**src/hdl/ehpe_pkg.sv**
```systemverilog
// Package for the exception-header pointer byte encoder: word types and encoding codes.
package ehpe_pkg;

  localparam int DEFAULT_POINTER_BYTES = 8;
  localparam int MAX_FIXED_BYTES       = 8;

  localparam logic [3:0] MODE_ABS     = 4'h0;
  localparam logic [3:0] MODE_PCREL   = 4'h1;
  localparam logic [3:0] MODE_TEXTREL = 4'h2;
  localparam logic [3:0] MODE_DATAREL = 4'h3;
  localparam logic [3:0] MODE_FUNCREL = 4'h4;

  localparam logic [3:0] FORM_NATIVE  = 4'h0;
  localparam logic [3:0] FORM_ULEB128 = 4'h1;
  localparam logic [3:0] FORM_UDATA2  = 4'h2;
  localparam logic [3:0] FORM_UDATA4  = 4'h3;
  localparam logic [3:0] FORM_UDATA8  = 4'h4;
  localparam logic [3:0] FORM_SLEB128 = 4'h9;
  localparam logic [3:0] FORM_SDATA2  = 4'hA;
  localparam logic [3:0] FORM_SDATA4  = 4'hB;
  localparam logic [3:0] FORM_SDATA8  = 4'hC;

  localparam logic STATUS_OK  = 1'b0;
  localparam logic STATUS_ERR = 1'b1;

  typedef struct packed {
    logic signed [63:0] pointer_value;
    logic [7:0]         encoding;
    logic [63:0]        position;
  } in_word_t;

  typedef struct packed {
    logic [7:0] out_byte;
    logic       last_byte;
    logic       status;
  } out_word_t;

endpackage

```
**src/hdl/eh_pointer_byte_encoder.sv**
```systemverilog
// Exception-header pointer encoder: streams the encoded pointer one byte per word.
//
//   channel | ports                      | direction | word
//   in      | in_valid in_ready in_data  | input     | ehpe_pkg::in_word_t
//   out     | out_valid out_ready out_data | output  | ehpe_pkg::out_word_t
//
// One input word yields 1 to 10 output words, one byte per cycle while not stalled,
// from a shift register of the (position-adjusted) value.
// The next input word is taken once the last byte of the current one is in the
// output register. Reset is synchronous; it clears control state only.
// A stalled out_ready holds the output register and stops the byte shift register.
module eh_pointer_byte_encoder #(
  parameter int POINTER_BYTES = ehpe_pkg::DEFAULT_POINTER_BYTES
) (
  input  logic                clk,
  input  logic                rst_n,
  input  logic                in_valid,
  output logic                in_ready,
  input  ehpe_pkg::in_word_t  in_data,
  output logic                out_valid,
  input  logic                out_ready,
  output ehpe_pkg::out_word_t out_data
);

  localparam int CNT_W = $clog2(ehpe_pkg::MAX_FIXED_BYTES + 1);

  typedef enum logic [1:0] {
    KIND_ERR,
    KIND_FIXED,
    KIND_ULEB,
    KIND_SLEB
  } kind_t;

  logic                busy_r, busy_nxt;
  kind_t               kind_r, kind_nxt;
  logic [63:0]         val_r, val_nxt;
  logic [CNT_W-1:0]    cnt_r, cnt_nxt;
  logic                out_valid_r, out_valid_nxt;
  ehpe_pkg::out_word_t out_data_r, out_data_nxt;

  logic        accept;
  logic        emit;
  logic [3:0]  mode;
  logic [3:0]  form;
  logic [63:0] adj_val;
  logic [63:0] shr7_u;
  logic [63:0] shr7_s;
  logic [6:0]  dig7;
  logic        more;

  assign in_ready  = !busy_r;
  assign accept    = in_valid && in_ready;
  assign emit      = busy_r && (!out_valid_r || out_ready);
  assign out_valid = out_valid_r;
  assign out_data  = out_data_r;

  assign mode    = in_data.encoding[7:4];
  assign form    = in_data.encoding[3:0];
  assign adj_val = (mode == ehpe_pkg::MODE_ABS) ? in_data.pointer_value
                                                : in_data.pointer_value - in_data.position;

  assign dig7   = val_r[6:0];
  assign shr7_u = {7'b0, val_r[63:7]};
  assign shr7_s = {{7{val_r[63]}}, val_r[63:7]};

  always_comb begin
    busy_nxt      = busy_r;
    kind_nxt      = kind_r;
    val_nxt       = val_r;
    cnt_nxt       = cnt_r;
    out_valid_nxt = out_valid_r;
    out_data_nxt  = out_data_r;
    more          = 1'b0;

    if (out_valid_r && out_ready) begin
      out_valid_nxt = 1'b0;
    end

    if (accept) begin
      busy_nxt = 1'b1;
      val_nxt  = adj_val;
      cnt_nxt  = CNT_W'(ehpe_pkg::MAX_FIXED_BYTES);
      kind_nxt = KIND_ERR;
      if (mode inside {ehpe_pkg::MODE_ABS, ehpe_pkg::MODE_PCREL, ehpe_pkg::MODE_TEXTREL,
                       ehpe_pkg::MODE_DATAREL, ehpe_pkg::MODE_FUNCREL}) begin
        case (form)
          ehpe_pkg::FORM_NATIVE: begin
            kind_nxt = KIND_FIXED;
            cnt_nxt  = CNT_W'(POINTER_BYTES);
          end
          ehpe_pkg::FORM_UDATA2, ehpe_pkg::FORM_SDATA2: begin
            kind_nxt = KIND_FIXED;
            cnt_nxt  = CNT_W'(2);
          end
          ehpe_pkg::FORM_UDATA4, ehpe_pkg::FORM_SDATA4: begin
            kind_nxt = KIND_FIXED;
            cnt_nxt  = CNT_W'(4);
          end
          ehpe_pkg::FORM_UDATA8, ehpe_pkg::FORM_SDATA8: begin
            kind_nxt = KIND_FIXED;
            cnt_nxt  = CNT_W'(8);
          end
          ehpe_pkg::FORM_ULEB128: kind_nxt = KIND_ULEB;
          ehpe_pkg::FORM_SLEB128: kind_nxt = KIND_SLEB;
          default:                kind_nxt = KIND_ERR;
        endcase
      end
    end else if (emit) begin
      out_valid_nxt = 1'b1;
      case (kind_r)
        KIND_FIXED: begin
          out_data_nxt.out_byte  = val_r[7:0];
          out_data_nxt.last_byte = (cnt_r == CNT_W'(1));
          out_data_nxt.status    = ehpe_pkg::STATUS_OK;
          val_nxt                = {8'b0, val_r[63:8]};
          cnt_nxt                = cnt_r - CNT_W'(1);
          busy_nxt               = (cnt_r != CNT_W'(1));
        end
        KIND_ULEB: begin
          more                   = (shr7_u != 64'b0);
          out_data_nxt.out_byte  = {more, dig7};
          out_data_nxt.last_byte = !more;
          out_data_nxt.status    = ehpe_pkg::STATUS_OK;
          val_nxt                = shr7_u;
          busy_nxt               = more;
        end
        KIND_SLEB: begin
          more = !(((shr7_s == 64'b0) && !dig7[6]) || ((shr7_s == '1) && dig7[6]));
          out_data_nxt.out_byte  = {more, dig7};
          out_data_nxt.last_byte = !more;
          out_data_nxt.status    = ehpe_pkg::STATUS_OK;
          val_nxt                = shr7_s;
          busy_nxt               = more;
        end
        default: begin
          out_data_nxt.out_byte  = 8'h00;
          out_data_nxt.last_byte = 1'b1;
          out_data_nxt.status    = ehpe_pkg::STATUS_ERR;
          busy_nxt               = 1'b0;
        end
      endcase
    end
  end

  always_ff @(posedge clk) begin
    if (!rst_n) begin
      busy_r      <= 1'b0;
      kind_r      <= KIND_ERR;
      out_valid_r <= 1'b0;
    end else begin
      busy_r      <= busy_nxt;
      kind_r      <= kind_nxt;
      out_valid_r <= out_valid_nxt;
    end
    val_r      <= val_nxt;
    cnt_r      <= cnt_nxt;
    out_data_r <= out_data_nxt;
  end

  // error words carry a zero byte and close the item
  a_err_word: assert property (@(posedge clk) disable iff (!rst_n)
    out_valid_r && out_data_r.status |-> out_data_r.last_byte && out_data_r.out_byte == 8'h00)
    else $error("error word malformed");

  // a pending non-final byte keeps the input closed
  a_hold_input: assert property (@(posedge clk) disable iff (!rst_n)
    out_valid_r && !out_data_r.last_byte |-> !in_ready)
    else $error("input taken mid-item");

  // LEB continuation bit set on every non-final byte
  a_leb_cont: assert property (@(posedge clk) disable iff (!rst_n)
    out_valid_r && !out_data_r.last_byte && (kind_r == KIND_ULEB || kind_r == KIND_SLEB)
    |-> out_data_r.out_byte[7])
    else $error("LEB continuation bit missing");

  // fixed-width count never runs out while busy
  a_cnt_live: assert property (@(posedge clk) disable iff (!rst_n)
    busy_r && kind_r == KIND_FIXED |-> cnt_r != '0)
    else $error("fixed byte count underflow");

  // emitting the final byte frees the input on the next cycle
  a_last_frees: assert property (@(posedge clk) disable iff (!rst_n)
    emit && !accept && out_data_nxt.last_byte |=> !busy_r)
    else $error("busy after final byte");

endmodule

```
**config.mk**
```make
export PLATFORM = sky130hd
export DESIGN_NAME = eh_pointer_byte_encoder
export DESIGN_NICKNAME = d
export VERILOG_FILES = /design/src/hdl/ehpe_pkg.sv /design/src/hdl/eh_pointer_byte_encoder.sv
export SDC_FILE = /design/constraint.sdc
export NUM_CORES = 1
export LEC_CHECK = 0
export BUFFER_PORTS_ARGS = -buffer_cell sky130_fd_sc_hd__buf_2
export CAP_MARGIN = 20
export CORE_MARGIN = 4
export CORE_UTILIZATION = 30
export CTS_CLUSTER_DIAMETER = 150
export CTS_CLUSTER_SIZE = 24
export DETAILED_ROUTE_END_ITERATION = 16
export HOLD_SLACK_MARGIN = 0.05
export SKIP_LAST_GASP = 1
export SLEW_MARGIN = 0
export SYNTH_ARGS = -nofsm -noshare
export SYNTH_HDL_FRONTEND = slang
export SYNTH_SLANG_ARGS = --single-unit
```
**constraint.sdc**
```tcl
create_clock -name clk -period 7.7 [get_ports clk]
set_clock_uncertainty 0.05 [all_clocks]
set_input_delay 0.77 -clock clk [delete_from_list [all_inputs] [get_ports clk]]
set_output_delay 0.77 -clock clk [all_outputs]
set_load 0.05 [all_outputs]
```
==> Word-level counts from Yosys, hierarchy flattened <==
Cells that the tools add are included.
{ "totals": {"regBits": 82, "input_bits": 140, "output_inout_bits": 12, "word_cells": 77} }
{ "op_classes": {"add_sub_neg": 2, "eq_ne": 19, "muxes": 18, "n_bitwise": 1, "reduce_logical": 28} }
{ "ops": {"columns": ["cell", "count"], "rows": [
  ["$mux W64", 3],
  ["$pmux W64 S3", 1],
  ["$eq A64 B64 Y1 const B", 1],
  ["$logic_not A64 Y1", 1],
  ["$reduce_bool A64 Y1", 1],
  ["$sub A64 B64 Y64", 1],
  ["$pmux W10 S3", 1],
  ["$eq A4 B2 Y1 const B", 4],
  ["$eq A4 B4 Y1 const B", 4],
  ["$mux W4", 4],
  ["$eq A4 B1 Y1 const B", 3],
  ["$eq A4 B3 Y1 const B", 2],
  ["$logic_not A4 Y1", 2],
  ["$pmux W4 S2", 1],
  ["$reduce_or A7 Y1", 1],
  ["$pmux W2 S3", 1],
  ["$reduce_and A2 Y1", 3],
  ["$logic_and A1 B1 Y1", 5],
  ["$logic_not A1 Y1", 5],
  ["$mux W1", 5],
  ["$reduce_bool A5 Y1", 1],
  ["$eq A2 B2 Y1 const B", 2],
  ["$ne A4 B1 Y1 const B", 1],
  ["$reduce_bool A2 Y1", 2],
  ["11 further kinds", 13]
]} }

==> Depth between registers and ports, before layout <==
Gate-level depths: netlist of the first run.
{ "depth": {"depth_word": 7, "ltp_mapped": 13, "ltp_nobuf": 13} }

==> Worst setup path before layout of the first run <==
Ideal clock, no wire load.
{ "synth_path": {"path_kind": "register to register", "start": "reg kind_r[1]", "end": "reg val_r[0] (enable)", "setup_time_ps": 571, "arrival_ps": 5908, "t_required_ps": 7079, "slack_ps": 1171, "path_stages_with_launch": 7, "path_buffers": 2, "period_less_slack_ps": 6529, "path_cell_list": "dfxtp_1 > clkbuf_1 > clkbuf_1 > inv_1 > ha_1 > nor2_1 > o21ai_0"} }
{ "synth_between": {"elab_chain_cells": 3, "elab_cells_between_ends": 5, "cone_classes": "eq/ne: 3; reduce/logical: 2"} }
{ "synth_rtl": {"columns": ["element", "line_no", "source"], "rows": [
  ["start: declaration", "eh_pointer_byte_encoder.sv:35", "kind_t kind_r, kind_nxt;"],
  ["start signal: assignment", "eh_pointer_byte_encoder.sv:152", "kind_r <= kind_nxt;"],
  ["$eq A2 B2 Y1 or $eq A2 B1 Y1 (tied branches)", "eh_pointer_byte_encoder.sv:110", "case (kind_r)"],
  ["$reduce_bool A4 Y1 (no source line) *", null, null],
  ["$reduce_and A2 Y1 (no source line) *", null, null],
  ["end signal: assignment", "eh_pointer_byte_encoder.sv:155", "val_r <= val_nxt;"],
  ["end: declaration", "eh_pointer_byte_encoder.sv:36", "logic [63:0] val_r, val_nxt;"]
]} }
Every way passes the cells marked *; elsewhere a longest branch is shown, timed or not.
A chain may end at the register's enable or synchronous reset.

==> Worst setup path after layout of the first run <==
{ "layout_path": {"start": "in in_data[72] (netlist name)", "end": "reg val_r[56], data pin"} }
{ "layout_between": {"elab_chain_cells": 3} }
{ "layout_rtl": {"columns": ["element", "line_no", "source"], "rows": [
  ["start: declaration", "eh_pointer_byte_encoder.sv:19", "input ehpe_pkg::in_word_t in_data,"],
  ["$sub A64 B64 Y64", "eh_pointer_byte_encoder.sv:60", ": in_data.pointer_value - in_data.position;"],
  ["$mux W64", "eh_pointer_byte_encoder.sv:59", "assign adj_val = (mode == ehpe_pkg::MODE_ABS) ? in_data.pointer_value"],
  ["$mux W64", "eh_pointer_byte_encoder.sv:79", "if (accept) begin"],
  ["named net val_nxt[56]", "eh_pointer_byte_encoder.sv:36", null]
]} }
The timed path passes the listed nets, and every way through them passes these cells.

==> metrics.md, run 1 <==
| Metric | Value |
|---|---|
| Post-Syn Area | `9060 sq um` |
| Die Ht | `between 150 and 200 microns` |
| DP Wirelength | `about 22000 microns` |
| Synth cell types | `between 70 and 80` |
| Core area | `a little under 30000 sq um` |
| EDFF count, synth | `78` |
| IR drop worst, VDD | `0.0000958 V` |
| Max-slew violations | `0` |
| CTS tree | `done` |
| F_max | `250 MHz` |
| Crit share post-route | `0.518` |
| Slew of the pin with the lowest slew margin | `1030 ps` |
| R2r setup slk | `4370 ps` |
| Non-Filler Cell Area, Final | `between 10000 and 15000 sq um` |
| R2R depth | `5` |
| Max_cap viols | `0` |
| PostCTS Resize Cnt | `0` |
| Postcts setup bufs | `0` |
| CTS Buffer Depth | `2` |
| CTS clk-pin slew, worst paths | `approximately 60 ps` |
| All-Layer GR Usage | `0.165` |
| Wire per inst | `17.6 microns` |
| CP Max Fanout | `3` |
| Power per cell area | `between 150 and 200 nW/um^2` |
| Placed instance area | `around 10000 sq um` |
| CP required | `about 7800 ps` |
| RSZ-0062 raised after global routing | `no` |
| Critical Path End | `val_r[56]$_DFFE_PP_` |
| I/O Pins | `about 150` |
| LEAKAGE | `0.00429 uW` |
| Residual DRC | `0` |
| Via count | `8624` |
| Port Buf Inserts | `151` |
| Commonest non-fill, non-tap cell in the layout | `buf_2` |
| RePlAce Congestion | `~0.87` |
| Final Hold Fails | `0` |
| Drt via density | `5.36` |
| DRT antenna net count | `0` |
| Fillers | `about 3200` |
| Layout cell share with drive strength beyond 1 | `0.165` |
| Min cycle time layout | `about 4000 ps` |
| Total CTS buffers | `9` |
| Worst r2r dst | `val_r[62]$_DFFE_PP_` |
| DR iter-0 viols | `650` |
| Initial core utilization | `0.305` |
| Ys flop type | `edfxtp_1` |
| Post-synth ARST share | `0` |
| Vias in the first global route | `8404` |
| Critical path data arrival time | `between 4000 and 5000 ps` |
| DIE AREA | `33000 sq um` |
| Status | `finished, final reports clean` |
| H-tree levels | `3` |
| Syn nets | `roughly 1300` |
| Cells after synthesis | `~1100` |
| RR Startpoint | `kind_r[1]$_SDFFE_PN0P_` |
| Critical path origin | `in_data[72]` |
| CP Capture Type | `flop` |
| Final Setup Violations | `0` |
| Worst Hold Class | `reg2reg` |
| Die W | `roughly 180 microns` |
| Yosys warns | `0` |
| Slew headroom | `0.316` |
| Yosys reg bits | `82` |
| CTS Hold Bufs | `0` |
| Clk root buf | `clkbuf_16` |
| Worst skew pair latency | `330 ps` |
| Setup TNS | `0 ps` |
| Hold Slack | `464 ps` |
| Row count | `63` |
| Initial antenna violation count | `1` |
| CP Class | `in2reg` |
| Grt total ovfl | `0` |
| Area delta synth->final | `14.3%` |
| Largest net degree at the start of global routing | `77` |
| Syn_area_per_cell | `about 8 sq um` |
| CP Launch Type | `primary input` |
| DRT Pass-1 Iters | `5` |
| Seq/Total Area, Yosys | `0.267` |
| Hold Startpoint | `val_r[0]$_DFFE_PP_` |
| Clock sinks | `slightly above 80` |
| Nets | `1423` |
| First-pass GRT wire length | `approximately 45000 microns` |
| Most frequent cells in the layout | `151 x buf_2, 112 x a21oi_1, 109 x nand2_1` |
| Post-Route WL | `28300 microns` |
## worst min-delay path by stage
stage / slack (ps) / to / depth (start not counted)
final: 460 / out_data[2]$_SDFFCE_PP0P_ / 1
after global routing: 490 / out_data[2]$_SDFFCE_PP0P_ / 1
after CTS: 470 / out_data[2]$_SDFFCE_PP0P_ / 1
after detailed placement: 450 / out_data[2]$_SDFFCE_PP0P_ / 1
after global placement: 450 / out_data[2]$_SDFFCE_PP0P_ / 1
after floorplan: 450 / out_data[2]$_SDFFCE_PP0P_ / 1
## power breakdown
part           internal (uW)  switching [uW]  leakage, uW
sequential               556            46.1     0.000775
clock                    315             170     0.000163
combinational            243             360      0.00335
## flip-flops by register name (all words and copies together), names as in the netlist
name	flops
busy_r	1
cnt_r	4
kind_r	2
out_data	10
out_valid	1
val_r	64
## metrics by stage
step	std cells	setup slack, ps	total power [uW]	util
floorplan	1105	1170	1040	-
global placement	1592	3470	1210	0.337
detailed placement	1592	3400	1210	0.337
CTS	1607	3740	1700	0.349
global route	1607	3550	1800	0.349
finish	1608	3710	1690	0.349
## synth_stat cells (13+ instances only)
library cell	n	share of area
inv_1	85	0.035
a31oi_1	14	0.0097
o211ai_1	29	0.024
edfxtp_1	78	0.26
mux2i_1	54	0.060
clkbuf_1	35	0.015
nor4_1	19	0.013
ha_1	69	0.095
nand4_1	36	0.025
a21oi_1	112	0.062
nor2_1	60	0.025
nor2b_1	13	0.0090
xnor2_1	41	0.040
a211oi_1	19	0.016
a21o_1	44	0.036
xor2_1	16	0.015
o31ai_1	20	0.017
nand2_1	110	0.046
o21ai_0	65	0.036
nor3_1	27	0.015
## metal layers
layer	part of all wire	global-route usage
met2	0.46	0.270
met1	0.47	0.229
met4	0.015	0.0327
met3	0.054	0.0276
met5	0	0
## critical path, stage by stage
cell and delay (ps):
buf_2 90, inv_1 40, ha_1 200, fa_1 380
nor2b_1 220, o211a_1 280, nor4b_4 90, or3b_4 440
and3_4 210, o41ai_4 450, nand2_2 100, o31a_1 290
or4_1 400, a31oi_1 160
## cell type report
| cell class | count | area (sq um) | share of cell area |
|---|---|---|---|
| Antenna cell | 1 | 2.50 | 0.000242 |
| Clock buffer | 10 | 229 | 0.0221 |
| Clock inverter | 5 | 104 | 0.0100 |
| Inverter | 85 | 319 | 0.0308 |
| Multi-Input combinational cell | 879 | 6000 | 0.579 |
| Sequential cell | 82 | 2430 | 0.234 |
| Tap cell | 390 | 488 | 0.0471 |
| Timing Repair Buffer | 156 | 793 | 0.0766 |
## cells by family (layout without fill, tap and decap cells)
kind of cell,after synthesis,in the layout,synth area share
compound gates,371,371,0.266
simple gates,327,327,0.181
buf+inv,144,256,0.0737
flops,82,82,0.267
fa+ha+maj,70,70,0.0975
xor+xnor,57,57,0.0551
mux,54,54,0.0597
other cells,0,1,0
(Power assumes the default switching activity.)
==> inputs of run 2 (changes only) <==
Settings changed: ABC_AREA set to 1.
Clock period 7.7 ns to 3.6 ns, I/O delays scaled along.
==> run 2 against run 1 <==
First-iteration DRC count increased by 58%. Sequential power rose by 100%. Wire length rose by 50%. Sequential share of layout area is 4.8 points lower. Via count up 47%. Sequential cell count stayed put. Die area increased by 24%. Power rose by 130%. Register-to-register slack worse by 3200 ps. Critical endpoint is now val_r[51]$_DFFE_PP_. Largest cell class unchanged. Largest power group is now combinational logic. Highest routed layer unchanged.
==> metrics.md, run 2 <==
| Metric | Value |
|---|---|
| Power per cell area | `298 nW/um^2` |
| Max_cap viols | `0` |
| Cell repeated most along the worst path | `nand2_1` |
| R2r setup slk | `between 1000 and 1500 ps` |
| Worst path cell trace | `buf_2 -> ha_1 -> nand2_1 -> nor2_2 -> nand2_1 -> inv_1 -> nand4_1 -> nand2_1 -> nand2_1 -> nand3_1 -> nand3_1 -> nand2_1 -> nand2_1` |
| DRT Pass-1 Iters | `6` |
| Drt via density | `around 4.7` |
| Slew headroom | `0.433` |
| Cell total after placement | `approximately 2700` |
| Commonest non-fill, non-tap cell in the layout | `nand2_1` |
| CP Class | `in2reg` |
| Clk root buf | `clkbuf_16` |
| CTS Buffer Depth | `2` |
| Crit share post-route | `0.705` |
| Compound-gate portion of the synthesized area | `0.123` |
| Vias in the first global route | `between 10000 and 15000` |
| Cells after synthesis | `just over 2000` |
| Min cycle time layout | `around 2500 ps` |
| Critical path data arrival time | `about 2600 ps` |
| Mux cell area share after synthesis | `0` |
| CP Max Fanout | `4` |
| Util after Layout | `0.352` |
| Initial antenna violation count | `1` |
| Most flops, register | `val_r` |
| Number of diodes | `0` |
| Adder-cell share of the synthesized area | `0.0781` |
| Commonest cells post-synth | `710 x nand2_1, 493 x inv_1, 155 x nor2_1` |
| Post-synth ARST share | `0` |
| Slew of the pin with the lowest slew margin | `roughly 850 ps` |
| Largest net degree at the start of global routing | `81` |
| Worst path slowest cell | `ha_1` |
| I/O Pins | `152` |
| Critical path origin | `in_data[85]` |
| Seq/Total Area, Yosys | `0.214` |
| Die W | `just over 200 microns` |
| DR iter-0 viols | `approximately 1000` |
| RR Startpoint | `busy_r$_SDFFE_PN0P_` |
| Clock sinks | `82` |
| Ys flop type | `edfxtp_1` |
| Synth cell types | `~40` |
| Crit-path max cell delay | `between 300 and 400 ps` |
| Die Ht | `a little over 200 microns` |
| Row count | `70` |
| EDFF count, synth | `slightly below 80` |
| WHS Endpoint | `out_valid$_SDFF_PN0_` |
| Top-count cell post-synth | `nand2_1` |
| Final Setup Violations | `0` |
| CTS clk-pin slew, worst paths | `approximately 70 ps` |
| CP required | `3650 ps` |
| Grt total ovfl | `0` |
| CTS tree | `done` |
| CP Capture Type | `flop` |
| Worst skew pair latency | `between 300 and 400 ps` |
| Nets | `roughly 2400` |
| R2R depth | `6` |
| H-tree levels | `3` |
| Total CTS buffers | `9` |
| Yosys warns | `0` |
| Status | `finished, final reports clean` |
| Most frequent cells in the layout | `710 x nand2_1, 492 x inv_1, 154 x nor2_1` |
| Worst slack, placed | `717 ps` |
| Largest family of logic cells by synthesized area | `simple AND/OR/NAND/NOR gates` |
| Post-Syn Area | `~11000 sq um` |
| All-Layer GR Usage | `0.202` |
| CTS Hold Bufs | `0` |
| Core area | `approximately 37000 sq um` |
| RSZ-0062 raised after global routing | `no` |
| Post-Route WL | `42600 microns` |
| Initial core utilization | `0.307` |
| LEAKAGE | `~0.0076 uW` |
| Final Hold Fails | `0` |
| Hold Startpoint | `out_ready` |
| DRT antenna net count | `0` |
| Max reg flops | `64` |
| Port Buf Inserts | `around 150` |
| Worst hold path stage count | `4` |
| RePlAce Congestion | `about 1` |
| PostCTS Resize Cnt | `0` |
| Postcts setup bufs | `0` |
| Setup TNS | `0 ps` |
| Layout cell share with drive strength beyond 1 | `0.106` |
| Worst Hold Class | `in2reg` |
| Area contributors post-synth | `nand2_1 24%, edfxtp_1 21%, inv_1 16%, ha_1 7.6%, o21ai_0 5.6%` |
| IR drop worst, VDD | `0.000223 V` |
| Post-Synth XOR/XNOR Area | `0.0217` |
| Area share of and/or/nand/nor cells after synthesis | `0.380` |
| Setup ws final | `about 1100 ps` |
| Syn nets | `roughly 2300` |
| Via count | `about 13000` |
| Syn_area_per_cell | `about 5.5 sq um` |
| DIE AREA | `around 41000 sq um` |
| Dominant cell type by area after synthesis | `nand2_1` |
| F_max | `about 400 MHz` |
| Area delta synth->final | `14.8%` |
| Residual DRC | `0` |
| Worst r2r dst | `val_r[60]$_DFFE_PP_` |
| CP Launch Type | `primary input` |
| DP Wirelength | `roughly 36000 microns` |
| Wire per inst | `approximately 16 microns` |
| First-pass GRT wire length | `65300 microns` |
| Yosys top cell area share | `0.236` |
| Yosys reg bits | `82` |
| Max-slew violations | `0` |
| Final Non-Filler Cells | `2682` |
[run 2: cell count changes in the layout (fill, tap and decap cells not counted), moves of 17 or more]
cell / previous run / this run
mux2i_1: 54 / 0
a21o_1: 44 / 0
nor4_1: 18 / 1
o31ai_1: 20 / 0
nand2_1: 109 / 710
o211ai_1: 29 / 1
a211oi_1: 19 / 1
nor2_1: 60 / 154
inv_1: 85 / 492
o21ai_0: 64 / 127
xnor2_1: 41 / 3
nand3_1: 11 / 89
[run 2: layout make-up]
class	instances	area [sq um]
clock inverter	7	105
timing repair buffer	161	856
multi-input combinational	1411	6830
fill	4197	23900
clock buffer	9	225
inverter	508	1910
tap	504	631
sequential	82	2420
[run 2: worst max path at each step]
stage / to / cells after the start
global placement: val_r[51]$_DFFE_PP_ / 14
finish: val_r[51]$_DFFE_PP_ / 13
global route: val_r[60]$_DFFE_PP_ / 6
detailed placement: val_r[51]$_DFFE_PP_ / 13
CTS: val_r[51]$_DFFE_PP_ / 13
floorplan: val_r[0]$_DFFE_PP_ / 8
[run 2: worst max-delay path, delay by kind of cell]
kind,cells,cell delay [ps]
AND/OR/NAND/NOR,10,1550
adder cells (fa/ha/maj),1,390
buffers and inverters,2,280
[run 2: per-stage QoR]
stage | total power (uW) | hold WS [ps] | instance area [sq um]
after floorplan | 2270 | 428 | 11300
after global placement | 2800 | 412 | 12600
after detailed placement | 2810 | 424 | 12600
after CTS | 3860 | 203 | 13000
after global routing | 4120 | 228 | 13000
final | 3860 | 213 | 13000
[run 2: where the power goes]
group          total (uW)  switching (uW)  internal, uW
registers            1220            54.3          1170
clock network        1040             420           621
logic                1600            1100           506
[run 2: kinds of logic after synthesis]
logic type      count (synthesis)
fa+ha+maj                      70
flops                          82
compound gates                267
xor+xnor                       28
simple gates                 1046
buf+inv                       547
[run 2: layer usage]
layer / GRT usage / part of all wire
met5: 0 / 0
met3: 0.0205 / 0.062
met4: 0.0475 / 0.018
met2: 0.331 / 0.45
met1: 0.286 / 0.47
